`src/rtl/nss_pkg.sv`:
```
// nss_pkg: shared types and constants for the nearest sample select block
// item structs, command codes, back-end state encoding
// no dependencies
`default_nettype none

package nss_pkg;

  localparam int unsigned POS_W  = 24;
  localparam int unsigned HGT_W  = 32;
  localparam int unsigned DIST_W = 25;
  localparam int unsigned LCNT_W = 11;
  localparam int unsigned RANK_W = 4;
  localparam int unsigned CFG_W  = 5;
  localparam int unsigned CMD_W  = 2;

  // planar distance arithmetic
  localparam int unsigned DX_W   = 24;   // |a - b| of two 24-bit signed values
  localparam int unsigned SQ_W   = 48;
  localparam int unsigned D2_W   = 49;
  localparam int unsigned SQ_TOP = 48;   // highest even bit of a squared distance

  localparam logic [CFG_W-1:0] CFG_RESET = 5'd8;

  typedef enum logic [CMD_W-1:0] {
    CMD_LOAD  = 2'd0,
    CMD_QUERY = 2'd1,
    CMD_CLEAR = 2'd2
  } cmd_e;

  typedef enum logic [2:0] {
    ST_IDLE,
    ST_SCAN,
    ST_DRAIN,
    ST_ROOT,
    ST_EMIT
  } back_state_e;

  typedef struct packed {
    logic [CMD_W-1:0]        command;
    logic signed [POS_W-1:0] pos_east;
    logic signed [POS_W-1:0] pos_north;
    logic signed [HGT_W-1:0] height;
  } in_item_t;

  typedef struct packed {
    logic [RANK_W-1:0]       rank;
    logic                    found;
    logic signed [POS_W-1:0] sample_east;
    logic signed [POS_W-1:0] sample_north;
    logic signed [HGT_W-1:0] sample_height;
    logic [DIST_W-1:0]       distance;
    logic [LCNT_W-1:0]       loaded_count;
    logic                    overflow;
    logic                    last;
  } out_item_t;

  typedef struct packed {
    logic signed [POS_W-1:0] east;
    logic signed [POS_W-1:0] north;
    logic signed [HGT_W-1:0] height;
  } point_t;

  typedef struct packed {
    logic signed [POS_W-1:0] tgt_east;
    logic signed [POS_W-1:0] tgt_north;
    logic                    overflow;
  } query_t;

endpackage

`default_nettype wire

```
`src/rtl/nss_fifo.sv`:
```
// nss_fifo: small register fifo for items between stages
// no dependencies
`default_nettype none

module nss_fifo #(
  parameter int unsigned WIDTH = 8,
  parameter int unsigned DEPTH = 2,
  localparam int unsigned AW = (DEPTH > 1) ? $clog2(DEPTH) : 1,
  localparam int unsigned CW = $clog2(DEPTH + 1)
) (
  input  wire logic             clk_i,
  input  wire logic             rst_ni,
  input  wire logic             push_i,
  input  wire logic [WIDTH-1:0] wdata_i,
  output logic                  full_o,
  input  wire logic             pop_i,
  output logic      [WIDTH-1:0] rdata_o,
  output logic                  empty_o
);

  logic [WIDTH-1:0] mem_q [DEPTH];
  logic [AW-1:0]    wr_q, rd_q;
  logic [CW-1:0]    cnt_q;
  logic             do_push, do_pop;

  assign full_o  = (cnt_q == CW'(DEPTH));
  assign empty_o = (cnt_q == '0);
  assign do_push = push_i && !full_o;
  assign do_pop  = pop_i && !empty_o;
  assign rdata_o = mem_q[rd_q];

  always_ff @(posedge clk_i or negedge rst_ni) begin
    if (!rst_ni) begin
      wr_q  <= '0;
      rd_q  <= '0;
      cnt_q <= '0;
    end else begin
      if (do_push) begin
        wr_q <= (wr_q == AW'(DEPTH - 1)) ? '0 : wr_q + AW'(1);
      end
      if (do_pop) begin
        rd_q <= (rd_q == AW'(DEPTH - 1)) ? '0 : rd_q + AW'(1);
      end
      if (do_push && !do_pop) begin
        cnt_q <= cnt_q + CW'(1);
      end else if (do_pop && !do_push) begin
        cnt_q <= cnt_q - CW'(1);
      end
    end
  end

  always_ff @(posedge clk_i) begin
    if (do_push) begin
      mem_q[wr_q] <= wdata_i;
    end
  end

endmodule

`default_nettype wire

```
`src/rtl/nss_front.sv`:
```
// nss_front: accepts items, appends points to the store, queues queries
// depends on nss_pkg and nss_fifo
`default_nettype none

module nss_front #(
  parameter int unsigned MAX_POINTS = 1024,
  localparam int unsigned AW = (MAX_POINTS > 1) ? $clog2(MAX_POINTS) : 1,
  localparam int unsigned CW = $clog2(MAX_POINTS + 1)
) (
  input  wire logic              clk_i,
  input  wire logic              rst_ni,
  input  wire logic              push_i,
  input  wire nss_pkg::in_item_t item_i,
  output logic                   full_o,
  input  wire logic              back_busy_i,
  output logic                   we_o,
  output logic [AW-1:0]          waddr_o,
  output nss_pkg::point_t        wdata_o,
  output logic                   q_valid_o,
  output nss_pkg::query_t        q_item_o,
  output logic [CW-1:0]          q_count_o,
  input  wire logic              q_pop_i
);

  import nss_pkg::*;

  localparam int unsigned QW = $bits(query_t) + CW;

  logic [CW-1:0] count_q, count_d;
  logic          ovf_q, ovf_d;
  logic          acc, q_full, q_empty, q_push;
  logic [QW-1:0] q_wdata, q_rdata;
  query_t        q_new;

  // a clear waits until every earlier query has finished reading the store
  assign full_o = (item_i.command == CMD_QUERY && q_full) ||
                  (item_i.command == CMD_CLEAR && (back_busy_i || !q_empty));
  assign acc    = push_i && !full_o;

  assign we_o    = acc && item_i.command == CMD_LOAD && count_q < CW'(MAX_POINTS);
  assign waddr_o = count_q[AW-1:0];
  assign wdata_o = '{east: item_i.pos_east, north: item_i.pos_north,
                     height: item_i.height};

  assign q_push  = acc && item_i.command == CMD_QUERY;
  assign q_new   = '{tgt_east: item_i.pos_east, tgt_north: item_i.pos_north,
                     overflow: ovf_q};
  assign q_wdata = {q_new, count_q};

  always_comb begin
    count_d = count_q;
    ovf_d   = ovf_q;
    if (acc) begin
      case (item_i.command)
        CMD_LOAD: begin
          if (count_q < CW'(MAX_POINTS)) begin
            count_d = count_q + CW'(1);
          end else begin
            ovf_d = 1'b1;
          end
        end
        CMD_CLEAR: count_d = '0;
        default: ;
      endcase
    end
  end

  always_ff @(posedge clk_i or negedge rst_ni) begin
    if (!rst_ni) begin
      count_q <= '0;
      ovf_q   <= 1'b0;
    end else begin
      count_q <= count_d;
      ovf_q   <= ovf_d;
    end
  end

  nss_fifo #(
    .WIDTH (QW),
    .DEPTH (2)
  ) u_query_q (
    .clk_i   (clk_i),
    .rst_ni  (rst_ni),
    .push_i  (q_push),
    .wdata_i (q_wdata),
    .full_o  (q_full),
    .pop_i   (q_pop_i),
    .rdata_o (q_rdata),
    .empty_o (q_empty)
  );

  assign q_valid_o = !q_empty;
  assign q_item_o  = q_rdata[QW-1:CW];
  assign q_count_o = q_rdata[CW-1:0];

endmodule

`default_nettype wire

```
`config.mk`:
```
export PLATFORM = sky130hd
export DESIGN_NAME = nss_front
export DESIGN_NICKNAME = d
export VERILOG_FILES = /design/src/rtl/nss_pkg.sv /design/src/rtl/nss_fifo.sv /design/src/rtl/nss_front.sv
export SDC_FILE = /design/constraint.sdc
export NUM_CORES = 1
export LEC_CHECK = 0
export CAP_MARGIN = 20
export CORE_UTILIZATION = 60
export DETAILED_ROUTE_END_ITERATION = 16
export DONT_BUFFER_PORTS = 1
export HOLD_SLACK_MARGIN = 0.06
export PLACE_DENSITY = 0.76
export SETUP_SLACK_MARGIN = 0.5
export SLEW_MARGIN = 0
export SYNTH_ARGS = -nofsm -noshare
export SYNTH_HDL_FRONTEND = slang
export SYNTH_SLANG_ARGS = --single-unit
```
`constraint.sdc`:
```
create_clock -name clk_i -period 7.85 [get_ports clk_i]
set_clock_uncertainty 0.05 [all_clocks]
set_input_delay 0.785 -clock clk_i [delete_from_list [all_inputs] [get_ports clk_i]]
set_output_delay 0.785 -clock clk_i [all_outputs]
set_load 0.005 [all_outputs]
```
==> run_results.csv <==
group,metric,value,unit
detailed_routing,firstDrtPassIters,4,
detailed_routing,drt-total-wl,9.180,mm
critical_path,critPathArrivalTime,2.25,ns
pwr,max-vdd-ir-drop,0.0002089,V
place,dp_cells,399,
timing,tns,0,ns
timing,layout_min_cycle_time,3.085,ns
finish,n_antenna_cell,0,
clocking,cts_hold_buf,1,
die,die_x,100.8,um
synth,synth_mux_area_share,11.53,%
finish,area_growth_syn_to_layout,1.132,%
finish,fin_cells,432,
die,start_util,62.80,%
pwr,p_sw,475.2,uW
timing,setup_viol,0,
global_route,grtUsageMet3,8.460,%
pwr,p_sw_share,24.30,%
synth,yosys.cell_count.top_type,"edfxtp_1",
global_route,grt_pass1_vias,2482,
critical_path,required,7.01,ns
synth,synth_top_family_by_area,"buffers and inverters",
place,port_buffers,0,
critical_path,start_kind,"flop",
clocking,clock_sinks,136,
timing,fin_crit_sh,39.30,%
detailed_routing,initialDrtViolationCount,53,
clocking,numCtsBuffers,17,
timing,timing_hold_violations_final,0,
synth,ys_ff_latch,136,
clocking,cts_tree,"done",
finish,final_util,63.51,%
global_route,grt_overflow_total,0,
detailed_routing,vias,2524,
critical_path,worstPathMaxFanout,33,
job,drv_cap,0,
synth,synth.cells.most_frequent,"120 x edfxtp_1, 90 x buf_4, 60 x mux2_2",
global_route,grtUsageMet2,30.51,%
status,status,"finished, final reports clean",
place,routabilityCongestion,0.7665,
synth,syn_inst,368,
timing,worst_pin_slew,0.8132,ns
synth,yosys.area.top_type,"edfxtp_1",
timing,slew_headroom,45.67,%
die,core,9328,um^2
finish,fin_nets,379,
synth,synth-async-reset-ratio,11.76,%
timing,final_max_slew_viol_count,0,
synth,synth_ff_type,"edfxtp_1",
synth,synth_top_cell_area_share,61.51,%
synth,syn_area,5858,um^2
synth,ys_warn_count,0,
pwr,p_seq_share,46.9,%
critical_path,setup.worst_path.class,"reg2out",
synth,synth_edf_count,120,
pwr,power_frac_clock,38.5,%
die,ios,240,
pwr,power-per-cell-area,330.0,nW/um^2
global_route,grt_max_degree,34,
clocking,cts-resized-gates,0,
synth,synth_compound_area_share,2.841,%
synth,synth_fa_ha_area_share,0.4272,%
global_route,track_usage,18.53,%
synth,syn_area_per_cell,15.92,um^2
synth,synthSimpleGateAreaFrac,3.396,%
global_route,grt_pass1_wl,13.41,mm
detailed_routing,vias_per_cell,5.843,
clocking,path_clk_slew,0.06,ns
die,die-area,10160,um^2
die,fp-row-count,35,
pwr,power.leakage,2.027,nW
synth,synth_xor_area_share,0.7475,%
critical_path,end_kind,"primary output",
synth,synth_area_leaders,"edfxtp_1 62%, buf_4 12%, mux2_2 12%",
synth,synth_nets,457,
die,dieHeight,100.8,um
critical_path,slowest_stage,"dfrtp_2",
worst_hold_path,hold_path_class,"in2reg",
place,dpl_cell_area,5328,um^2
timing,max_freq,0.3242,GHz
detailed_routing,ant_nets,0,
synth,ys_seq_area_share,68.35,%
critical_path,timing.critical_path.buf_inv,1,
pwr,p_comb_share,14.6,%
critical_path,slowest_delay,0.79,ns
pwr,power,1.955,mW
pwr,intPower,1.480,mW
clocking,cts_buffer_depth,2,
timing,rsz0062_at_grt,"no",
global_route,use_met1,20.10,%
clocking,root_buffer,"clkbuf_8",
global_route,grt_antenna_before_repair,0,
clocking,clkLatencyLatePin,0.50,ns
synth,synth_cell_types,33,
global_route,top_usage_layer,"met2",
finish,drive_gt1_share,32.34,%
clocking,cts_setup_buffers,0,
clocking,htree_levels,4,
detailed_routing,drc,0,
detailed_routing,wl_per_cell,21.25,um
finish,fin_area,5924,um^2
place,dpl.hpwl,5.984,mm
critical_path,path_cells,"buf_4 -> mux2_2",
critical_path,path_delay_family,"flip-flops",
==> sequential cells by signal, summed over array words and instances (netlist names) <==
register         flops
u_query_q.cnt_q      2
ovf_q                1
count_q             11
u_query_q.rd_q       1
u_query_q.mem_q    120
u_query_q.wr_q       1
==> area by class of cell <==
class,count,area [um^2]
clock buffers,23,500.5
clock inverters,9,86.33
fillers,645,3403
inverters,2,20.02
multi-input cells,129,1119
flip-flops and latches,136,4005
well taps,129,161.4
repair buffers,4,32.53
==> metal layers <==
metal  up-vias  share of wire (%)
met5         -                  0
met4         0                3.1
met3        33                8.2
met2       120                 52
met1      1265                 37
li1       1106                  -
==> layout by cell type, fill, tap and decap left out, drive strengths merged, types with 3 or more instances in the layout <==
master  instances
buf             3
and2            3
clkbuf         23
nand2           8
clkinv          7
a31oi           3
o21ai          20
dfrtp          16
nor2b           3
mux2           60
nand4           3
edfxtp        120
nor2            5
xor2            3
==> per-stage QoR <==
stage,hold slack (ns),setup slack (ns)
4_1_cts,0.3031,4.708
3_5_place_dp,0.4377,4.856
3_3_place_gp,0.4063,4.908
6_report,0.3277,4.765
5_1_grt,0.2858,4.625
2_1_floorplan,0.3901,3.436
==> path summary, 6_finish.rpt <==
check,slack (ns),end,from,cells after the start
max reg2reg,5.26,u_query_q.mem_q[0][56],u_query_q.cnt_q[0],4
max in group asynchronous,6.52,u_query_q.rd_q,rst_ni,1
max,4.77,q_item_o[40],u_query_q.rd_q,2
min reg2reg,0.44,ovf_q,ovf_q,1
min in group asynchronous,0.73,count_q[4],rst_ni,1
min,0.33,u_query_q.mem_q[1][57],item_i[77],0
==> kinds of logic after synthesis <==
family                     count (synthesis)
and+or+nand+nor                           33
buffers and inverters                    103
adders and majority gates                  2
DFF                                      136
xor gates and xnor gates                   5
AOI/OAI and AO/OA                         29
muxes                                     60
==> power by group through the flow <==
stage / clock, mW / combinational, mW / sequential (mW)
after floorplan: 0 / 0.310 / 0.890
after global placement: 0 / 0.285 / 0.928
after detailed placement: 0 / 0.289 / 0.934
after CTS: 0.768 / 0.293 / 0.919
after global routing: 0.807 / 0.307 / 0.925
final: 0.752 / 0.285 / 0.918
(Power assumes the default switching activity.)
