[src/rtl/nss_fifo.sv]
// nss_fifo: small register fifo for items between stages
// no dependencies
`default_nettype none

module nss_fifo #(
  parameter int unsigned WIDTH = 8,
  parameter int unsigned DEPTH = 2,
  localparam int unsigned AW = (DEPTH > 1) ? $clog2(DEPTH) : 1,
  localparam int unsigned CW = $clog2(DEPTH + 1)
) (
  input  wire logic             clk_i,
  input  wire logic             rst_ni,
  input  wire logic             push_i,
  input  wire logic [WIDTH-1:0] wdata_i,
  output logic                  full_o,
  input  wire logic             pop_i,
  output logic      [WIDTH-1:0] rdata_o,
  output logic                  empty_o
);

  logic [WIDTH-1:0] mem_q [DEPTH];
  logic [AW-1:0]    wr_q, rd_q;
  logic [CW-1:0]    cnt_q;
  logic             do_push, do_pop;

  assign full_o  = (cnt_q == CW'(DEPTH));
  assign empty_o = (cnt_q == '0);
  assign do_push = push_i && !full_o;
  assign do_pop  = pop_i && !empty_o;
  assign rdata_o = mem_q[rd_q];

  always_ff @(posedge clk_i or negedge rst_ni) begin
    if (!rst_ni) begin
      wr_q  <= '0;
      rd_q  <= '0;
      cnt_q <= '0;
    end else begin
      if (do_push) begin
        wr_q <= (wr_q == AW'(DEPTH - 1)) ? '0 : wr_q + AW'(1);
      end
      if (do_pop) begin
        rd_q <= (rd_q == AW'(DEPTH - 1)) ? '0 : rd_q + AW'(1);
      end
      if (do_push && !do_pop) begin
        cnt_q <= cnt_q + CW'(1);
      end else if (do_pop && !do_push) begin
        cnt_q <= cnt_q - CW'(1);
      end
    end
  end

  always_ff @(posedge clk_i) begin
    if (do_push) begin
      mem_q[wr_q] <= wdata_i;
    end
  end

endmodule

`default_nettype wire

[config.mk]
export PLATFORM = sky130hd
export DESIGN_NAME = nss_fifo
export DESIGN_NICKNAME = d
export VERILOG_FILES = /design/src/rtl/nss_fifo.sv
export SDC_FILE = /design/constraint.sdc
export NUM_CORES = 1
export LEC_CHECK = 0
export BUFFER_PORTS_ARGS = -buffer_cell sky130_fd_sc_hd__buf_2
export CORE_UTILIZATION = 44
export CTS_CLUSTER_SIZE = 8
export DETAILED_ROUTE_END_ITERATION = 10
export PLACE_DENSITY = 0.77
export SETUP_SLACK_MARGIN = 0.2
export SLEW_MARGIN = 10
export SYNTH_ARGS = -nofsm -noshare
export SYNTH_HDL_FRONTEND = slang
export SYNTH_SLANG_ARGS = --single-unit
[constraint.sdc]
create_clock -name clk_i -period 1.3 [get_ports clk_i]
set_input_delay 0.065 -clock clk_i [delete_from_list [all_inputs] [get_ports clk_i]]
set_output_delay 0.065 -clock clk_i [all_outputs]
set_load 0.01 [all_outputs]
==> results of run 1 <==
## cell type report
cell class	instances	area (sq um)	share of cell area, %
flip-flops and latches	20	582	44.0
repair buffers	44	394	29.8
clock buffers	3	22.5	1.70
well taps	16	20.0	1.51
multi-input cells	21	267	20.2
clock inverters	1	30.0	2.27
inverters	2	7.51	0.568
## timing repair
item                       4_1_cts  5_1_grt
pin swaps                        5        2
hold endpoints to repair        20        0
setup endpoints to repair       28       29
gates resized for setup         32        4
buffers inserted                 8        0
hold buffers                     9        0
## through the flow
stage,area [sq um],std cells,setup WS [ns],total power [mW],TNS (ns)
5_1_grt,1320,107,-0.0888,3.16,-0.654
3_5_place_dp,966,86,0.0128,1.86,0
4_1_cts,1310,107,-0.0458,2.99,-0.329
3_3_place_gp,966,86,0.0503,1.83,0
2_1_floorplan,801,44,-0.000695,1.53,-0.000695
6_report,1320,107,-0.0417,3.02,-0.287
## power breakdown
part | internal, mW | switching [mW] | total [mW] | leakage, nW
combinational | 0.970 | 0.551 | 1.52 | 0.356
sequential | 0.899 | 0.117 | 1.02 | 0.194
clock | 0.311 | 0.174 | 0.485 | 0.0279
## logic make-up after synthesis
kind of cell,Yosys count,synth area share [%]
buffers and inverters,3,1.60
and+or+nand+nor,6,3.84
DFF,20,74.2
xor gates and xnor gates,5,6.56
muxes,8,11.5
adders and majority gates,1,1.60
AOI/OAI and AO/OA,1,0.639
## layer usage
metal  share of wire, %  GRT usage, %  up-vias
met5                  0             0        -
li1                   -             -      254
met3                2.7          2.45        4
met2                 53          29.7       17
met1                 42          20.1      235
met4                2.6          9.09        0
## critical path: cells and delay by family, from the launching register on
| family | cells | cell delay [ns] |
|---|---|---|
| flops | 1 | 0.44 |
| mux | 1 | 0.29 |
| buf+inv | 2 | 0.26 |
## registers in the layout, indices dropped and copies added, names as in the netlist
| name | cells |
|---|---|
| rd_q | 1 |
| wr_q | 1 |
| cnt_q | 2 |
| mem_q | 16 |
## worst min path at each step
stage               endpoint  startpoint  cells past startpoint
floorplan           cnt_q[0]      rst_ni                      0
global route            wr_q      rst_ni                      2
finish                  wr_q      rst_ni                      2
CTS                     wr_q      rst_ni                      2
global placement        rd_q      rst_ni                      1
detailed placement      rd_q      rst_ni                      1
## cell usage in the layout, fill, tap and decap left out
cell type      count
o21ai_2            1
nor2_1             1
nor2_4             1
mux2_4             7
inv_2              2
ha_4               1
dlygate4sd3_1      9
edfxtp_1          16
clkbuf_4           3
buf_2             12
buf_6             19
nand2b_4           1
mux2_2             1
buf_4              4
dfrtp_2            1
and3_4             1
nor2_2             1
bufinv_16          1
dfrtp_1            3
nand2_4            1
xnor2_2            2
xnor2_1            1
xor2_1             2
==> metrics, run 1 <==
status=finished with violations; violated checks=negative setup slack; Max-Cap Viols=0; Critical Path Fanout Max=4; initial antenna violation count=0; sequential fraction of the synthesis area=74.2%; Hold Path Class=primary input to asynchronous set/reset pin; number of global-route vias before repair=517; clk_skew=0.0121 ns; Worst Max-Slew Pin Slew=0.200 ns; post-synth top area cell=edfxtp_1; layout cell share with drive strength beyond 1=64.8%; Worst R2R Path Depth=7; Detailed Place HPWL=864 um; crit path from=rd_q; Vias=510; Net Count, Synth=57; Final WS setup=-0.0417 ns; setup violators final=9; Syn Area/Cell=17.8 sq um; TritonCTS clock tree=built; CORE AREA=1580 sq um; Tcrit/Tclk final=103%; CP required=1.24 ns; Critical-path top delay cell=dfrtp_2; number of synthesized flops with an enable pin=16; first-pass GRT wire length=2260 um; relative slew slack=86.6%; CTS sink count=20; 1st-iter DRT viols=12; CP Launch Type=flop; clk slew on worst S/H paths=0.11 ns; WHS=0.117 ns; Leak Pwr=0.578 nW; nets=105; capture point of the worst path=rdata_o[0]; pin count of the biggest net entering global routing=13; Worst path max stage delay=0.44 ns; crit-path cells=buf_6 > mux2_4 > buf_6; Setup CP Type=flop to output pin; Synth Flop Type=edfxtp_1; GP Congestion=0.701; total gr overflow=0; Cell Pwr Density=2290 nW/um^2; cts bufs inserted=3; Initial DRT Pass Iterations=6; H-tree lvl count=1; Initial Utilization=49.6%; R2R Path Start=cnt_q[0]; synth top area cells=edfxtp_1, dfrtp_1, mux2_1, mux2_2, xnor2_1; die height=44.2 um; Unique masters post-synth=15; Synth Register Bits=20; root buf cell=clkbuf_4; Total Routing Usage GR=17.0%; Async SR Flop Fraction=20.0%; Chip Width=44.2 um; synth cell count leaders=edfxtp_1, mux2_1, dfrtp_1; Remaining DRCs=0; max frequency=745 MHz; Vias/cell=4.77; Rows=14; total number of yosys warnings=0; RR Endpoint=cnt_q[1]; most frequent cell after synthesis=edfxtp_1; R2R Setup Slk=-0.01 ns; clock latency on the worst-skew pair=0.29 ns; aggregate routed wire length=1440 um; Synth top area share=61.4%; Final Hold Vio Count=0; Final ANT Viol Nets=0; I/O Pins=22; RSZ-0062 raised after global routing=true; Synth Cell Area=782 sq um; clock buffer depth=2; worst vdd ir=1480 uV; fin. max-slew vios=0; Mapped Cells=44; Filler cells=79; Tmin final=1.34 ns; PortBufs=21; critical path capture point type=output pin; most used cell, CP=buf_6; Worst EP arrival=1.28 ns; die area=1950 sq um; final core utilization=83.9%; Syn-to-layout area delta=69.1%; Antenna Cells=0; wire per inst=13.4 um
(Power assumes the default switching activity.)
==> run 2: changes to the inputs <==
==> constraint.sdc (replaced) <==
create_clock -name clk_i -period 1.3 [get_ports clk_i]
set_input_delay 0.13 -clock clk_i [delete_from_list [all_inputs] [get_ports clk_i]]
set_output_delay 0.13 -clock clk_i [all_outputs]
set_load 0.01 [all_outputs]
==> metrics, run 2 (same netlist as run 1, synthesis figures left out) <==
crit-path cells=buf_6 > mux2_4 > buf_6; aggregate routed wire length=1340 um (-6.7%); most common cell after layout, fill and taps aside=buf_6; max frequency=715 MHz (-4.1%); Vias/cell=4.78 (+0.22%); CP required=1.17 ns (-0.07 ns); Final ANT Viol Nets=0 (unchanged); I/O Pins=22 (unchanged); crit path from=rd_q; cts bufs inserted=3 (unchanged); Biggest register=mem_q; Largest regs=mem_q (16), cnt_q (2); number of global-route vias before repair=512 (-0.97%); die height=44.2 um (unchanged); Initial DRT Pass Iterations=9 (+3); Setup CP Type=flop to output pin; Critical Path Fanout Max=4 (unchanged); critical path's top delay family=flip-flops; most used cell, CP=buf_6; Initial Utilization=49.6% (unchanged); highest-count cells in the layout ignoring fill and taps=buf_6, edfxtp_1, buf_2, mux2_4, buf_4; clock buffer depth=2 (unchanged); die area=1950 sq um (unchanged); Worst R2R Path Depth=7 (unchanged); H-tree lvl count=1 (unchanged); worst vdd ir=1310 uV (-12%); sw frac=28.1% (+0.20 points); PortBufs=21 (unchanged); hold path cells=1; RR Endpoint=cnt_q[1]; Cell Pwr Density=2400 nW/um^2 (+4.8%); clock latency on the worst-skew pair=0.29 ns (about the same); Vias=492 (-3.5%); Leak Pwr=0.562 nW (-2.8%); combinational fraction of design power=51.7% (+1.4 points); initial antenna violation count=0 (unchanged); Detailed Place HPWL=864 um (unchanged); Antenna Cells=0 (unchanged); clk_skew=0.00578 ns (-0.00627 ns); Worst Max-Slew Pin Slew=0.214 ns (+0.0140 ns); Levels on crit path=3 (unchanged); Total Routing Usage GR=16.0% (-1.0 points); Worst EP arrival=1.27 ns (about the same); Worst path max stage delay=0.44 ns (about the same); Setup TNS=-0.779 ns (-0.492 ns); TritonCTS clock tree=built; layout cell share with drive strength beyond 1=71.3% (+6.4 points); internal power=2.24 mW (+2.5%); pin count of the biggest net entering global routing=13 (unchanged); nets=101 (-3.8%); status=finished with violations; clk slew on worst S/H paths=0.11 ns (about the same); CORE AREA=1580 sq um (unchanged); Cells after DPL=86 (unchanged); Final WS setup=-0.0986 ns (-0.0569 ns); Tcrit/Tclk final=108% (+4.4 points); Final Hold Vio Count=0 (unchanged); R2R Path Start=cnt_q[0]; Critical-path top delay cell=dfrtp_2; Bufs and invs on worst path=2 (unchanged); Sw Pwr=872 uW (+3.6%); Tmin final=1.40 ns (+0.0569 ns); Final Instance Area=1300 sq um (-1.9%); first-pass GRT wire length=2140 um (-5.5%); DP Area=966 sq um (unchanged); max reg flops=16 (unchanged); wire per inst=13.0 um (-3.1%); Syn-to-layout area delta=65.9%; setup violators final=9 (unchanged); RSZ-0062 raised after global routing=true; Clk pwr share=15.4% (-0.7 points); critical path capture point type=output pin; WHS=0.0268 ns (-0.0903 ns); 1st-iter DRT viols=4 (-8); capture point of the worst path=rdata_o[0]; root buf cell=clkbuf_4; Cell Count, Final, Fillers Out=103 (-3.7%); violated checks=design-rule violations, negative setup slack; sequential share of power=32.9% (-0.7 points); relative slew slack=85.7% (-0.93 points); Max-Cap Viols=0 (unchanged); total gr overflow=0 (unchanged); GP Congestion=0.701 (unchanged); Hold Path Class=primary input to flop; Chip Width=44.2 um (unchanged); fin. max-slew vios=0 (unchanged); Remaining DRCs=1 (+1); Rows=14 (unchanged); R2R Setup Slk=-0.05 ns (-0.04 ns); CP Launch Type=flop; CTS sink count=20 (unchanged)
-- run 2: power by group through the flow --
stage / clock (mW) / combinational (mW) / sequential, mW
after floorplan: 0 / 0.543 / 0.987
after global placement: 0 / 0.797 / 1.03
after detailed placement: 0 / 0.816 / 1.04
after CTS: 0.500 / 1.43 / 1.02
after global routing: 0.518 / 1.71 / 1.04
final: 0.479 / 1.61 / 1.02
-- run 2: worst min-delay path by stage --
stage,start,endpoint,slack [ns]
after CTS,wdata_i[1],mem_q[1][1],0.005
after global routing,wdata_i[4],mem_q[0][4],0.009
final,wdata_i[4],mem_q[0][4],0.03
after global placement,rst_ni,rd_q,-0.06
after floorplan,rst_ni,cnt_q[0],-0.17
after detailed placement,rst_ni,rd_q,-0.05
-- run 2: routing by layer --
layer	wire length [um]	vias to the layer above	global-route usage (%)
li1	-	243	-
met1	548	230	17.3
met2	726	17	28.2
met3	47	2	2.86
met4	19	0	10.9
met5	0	-	0
-- run 2: what timing repair did --
action | CTS | global route
hold buffers | 1 | 2
setup buffers | 7 | 3
endpoints found under the setup margin | 28 | 29
gates resized for setup | 32 | 8
pin swaps | 5 | 6
cloned | 0 | 0
endpoints found under the hold margin | 4 | 4
-- run 2: layout make-up --
type                       instances  area, sq um
clock inverter                     1         30.0
fill                              90          279
inverter                           2         7.51
tap                               16         20.0
clock buffer                       3         22.5
timing repair buffer              40          359
multi-input combinational         21          275
sequential                        20          583
-- run 2: through the flow --
stage | setup slack, ns | utilization [%] | power (mW)
2_1_floorplan | -0.000695 | - | 1.53
3_3_place_gp | 0.0503 | 61.3 | 1.83
3_5_place_dp | 0.0128 | 61.3 | 1.86
4_1_cts | -0.111 | 77.5 | 2.95
5_1_grt | -0.143 | 82.3 | 3.27
6_report | -0.0986 | 82.3 | 3.11
==> run 3: changes to the inputs <==
--- a/config.mk
+++ b/config.mk
@@ -5,12 +5,13 @@
 export SDC_FILE = /design/constraint.sdc
 export NUM_CORES = 1
 export LEC_CHECK = 0
+export ABC_AREA = 1
 export BUFFER_PORTS_ARGS = -buffer_cell sky130_fd_sc_hd__buf_2
 export CORE_UTILIZATION = 44
 export CTS_CLUSTER_SIZE = 8
 export DETAILED_ROUTE_END_ITERATION = 10
-export PLACE_DENSITY = 0.77
-export SETUP_SLACK_MARGIN = 0.2
+export PLACE_DENSITY = 0.8
+export SETUP_SLACK_MARGIN = 0.05
 export SLEW_MARGIN = 10
 export SYNTH_ARGS = -nofsm -noshare
 export SYNTH_HDL_FRONTEND = slang
==> metrics, run 3 <==
status=finished with violations; violated checks=negative setup slack; Rows=15 (+1); Unique masters post-synth=14 (-1); TritonCTS clock tree=built; Mapped Cells=73 (+66%); Synth top area share=59.4% (-2.1 points); layout cell share with drive strength beyond 1=50.5% (-21 points); global-route track usage on met3=4.40% (+1.5 points); Final Hold Vio Count=0 (unchanged); Leak Pwr=0.545 nW (-2.9%); Vias=662 (+35%); RSZ-0062 raised after global routing=true; CTS sink count=20 (unchanged); number of synthesized flops with an enable pin=16 (unchanged); PortBufs=21 (unchanged); worst vdd ir=1500 uV (+15%); most common cell after layout, fill and taps aside=nand2_1; fin. max-slew vios=0 (unchanged); hold path cells=1 (unchanged); Tmin final=1.31 ns (-0.0875 ns); Vias/cell=4.87 (+1.9%); Syn Area/Cell=11.1 sq um (-38%); Synth Register Bits=20 (unchanged); CORE AREA=1730 sq um (+9.5%); Detailed Place HPWL=977 um (+13%); Worst R2R Path Depth=8 (+1); Setup CP Type=flop to flop; final core utilization=70.5% (-12 points); CP Launch Type=flop; die area=2020 sq um (+3.4%); cts bufs inserted=3 (unchanged); Clk pwr share=17.8% (+2.4 points); Cell Pwr Density=2280 nW/um^2 (-5.0%); number of global-route vias before repair=574 (+12%); R2R Setup Slk=-0.01 ns (+0.04 ns); relative slew slack=87.1% (+1.4 points); Cells after DPL=119 (+38%); Chip Width=44.9 um (+1.7%); wire per inst=13.3 um (+2.0%); Worst EP arrival=1.50 ns (+0.23 ns); first-pass GRT wire length=2320 um (+8.4%); max frequency=763 MHz (+6.7%); Worst Max-Slew Pin Slew=0.192 ns (-0.0228 ns); initial antenna violation count=0 (unchanged); Hold Path Class=primary input to flop; internal power=1.78 mW (-20%); M2 GR Usage=31.8% (+3.5 points); die height=44.9 um (+1.7%); Initial DRT Pass Iterations=4 (-5); met1 Usage GRT=17.0% (-0.27 points); aggregate routed wire length=1810 um (+35%); 1st-iter DRT viols=15 (+11); Sw Pwr=991 uW (+14%); Place WS=-0.0531 ns (-0.0659 ns); sw frac=35.7% (+7.7 points); Initial Utilization=46.9% (-2.7 points); critical path capture point type=flop; CP required=1.49 ns (+0.32 ns); total gr overflow=0 (unchanged); Max-Cap Viols=0 (unchanged); Async SR Flop Fraction=20.0% (unchanged); I/O Pins=22 (unchanged); Remaining DRCs=0 (-1); Cell Count, Final, Fillers Out=136 (+32%); Critical Path Fanout Max=4 (unchanged); clk slew on worst S/H paths=0.11 ns (about the same); synth top area cells=edfxtp_1, nand2_1, dfrtp_1, inv_1, ha_1; H-tree lvl count=1 (unchanged); root buf cell=clkbuf_4; GP Congestion=0.694 (-1.0%); clock latency on the worst-skew pair=0.29 ns (about the same); Synth Flop Type=edfxtp_1; clock buffer depth=2 (unchanged); Total Routing Usage GR=17.2% (+1.2 points); setup violators final=1 (-8); highest-count cells in the layout ignoring fill and taps=nand2_1, buf_2, edfxtp_1, nand2_2, buf_6; total power=2.77 mW (-11%); Biggest register=mem_q; sequential share of power=38.0% (+5.1 points); sequential fraction of the synthesis area=71.7% (-2.5 points); post-synth top area cell=edfxtp_1; Final Instance Area=1220 sq um (-6.2%); pin count of the biggest net entering global routing=13 (unchanged); synth cell count leaders=nand2_1, edfxtp_1, inv_1; combinational fraction of design power=44.2% (-7.5 points); clk_skew=0.000839 ns (-0.00494 ns); Tcrit/Tclk final=101% (-6.7 points); Final WS setup=-0.0111 ns (+0.0875 ns); Net Count, Synth=86 (+51%); Largest regs=mem_q (16), cnt_q (2); Synth Cell Area=810 sq um (+3.5%); max reg flops=16 (unchanged); total number of yosys warnings=0 (unchanged); nets=125 (+24%); Antenna Cells=0 (unchanged); most frequent cell after synthesis=nand2_1; Syn-to-layout area delta=50.4%; busiest metal layer after global routing=met2; DP Area=957 sq um (-0.91%); Final ANT Viol Nets=0 (unchanged)
-- run 3: per-stage QoR --
step / TNS (ns) / hold slack (ns)
final: -0.0111 / 0.0224
after global routing: -0.304 / 0.00463
after CTS: -0.0175 / 0.00518
after detailed placement: -0.549 / -0.0546
after global placement: 0 / -0.0579
after floorplan: 0 / -0.166
-- run 3: logic make-up (layout without fill, tap and decap cells) --
kind of cell             Yosys count  count (layout)  share of synthesized area [%]
AND/OR/NAND/NOR                   40              40                           20.1
adder cells (fa/ha/maj)            1               1                           1.55
XOR/XNOR                           1               1                           1.08
AO/OA/AOI/OAI                      2               2                           1.24
flip-flops                        20              20                           71.7
buffers and inverters              9              47                           4.33
-- run 3: final timing paths --
path                            start          end
max reg2reg                  cnt_q[1]     cnt_q[1]
min reg2reg                      wr_q         wr_q
min                        wdata_i[2]  mem_q[0][2]
min in group asynchronous      rst_ni     cnt_q[0]
max in group asynchronous      rst_ni         rd_q
max                          cnt_q[1]     cnt_q[1]
-- run 3: per-layer routing --
metal  wire, um  up-vias  share of wire, %
met4         19        0               1.1
met5          0        -                 0
met3         65        2               3.6
met1        702      331                39
met2       1020       18                56
li1           -      311                 -
-- run 3: what timing repair did --
item | CTS | global route
setup endpoints to repair | 26 | 27
hold buffers | 1 | 5
hold endpoints to repair | 4 | 10
gates resized for setup | 20 | 11
pin swaps | 14 | 5
buffers inserted | 5 | 2
-- run 3: power groups by stage --
stage	Sequential (mW)	Clock [mW]	Combinational, mW
6_report	1.05	0.493	1.23
5_1_grt	1.07	0.533	1.32
4_1_cts	1.02	0.503	1.06
3_5_place_dp	1.03	0	0.814
3_3_place_gp	1.02	0	0.776
2_1_floorplan	0.979	0	0.561
-- run 3: cell type report --
class | count | area, sq um
clock buffers | 3 | 22.5
clock inverters | 1 | 30.0
fillers | 125 | 509
inverters | 8 | 37.5
multi-input cells | 44 | 258
flip-flops and latches | 20 | 584
well taps | 25 | 31.3
repair buffers | 35 | 254
-- run 3: critical path, stage by stage (launching register included) --
cell and delay (ns):
dfrtp_2 0.47, inv_2 0.11, nor2_4 0.05, nor2_4 0.11, ha_4 0.22, inv_2 0.05
nand3_1 0.08, nand2_1 0.06, nand2_1 0.06
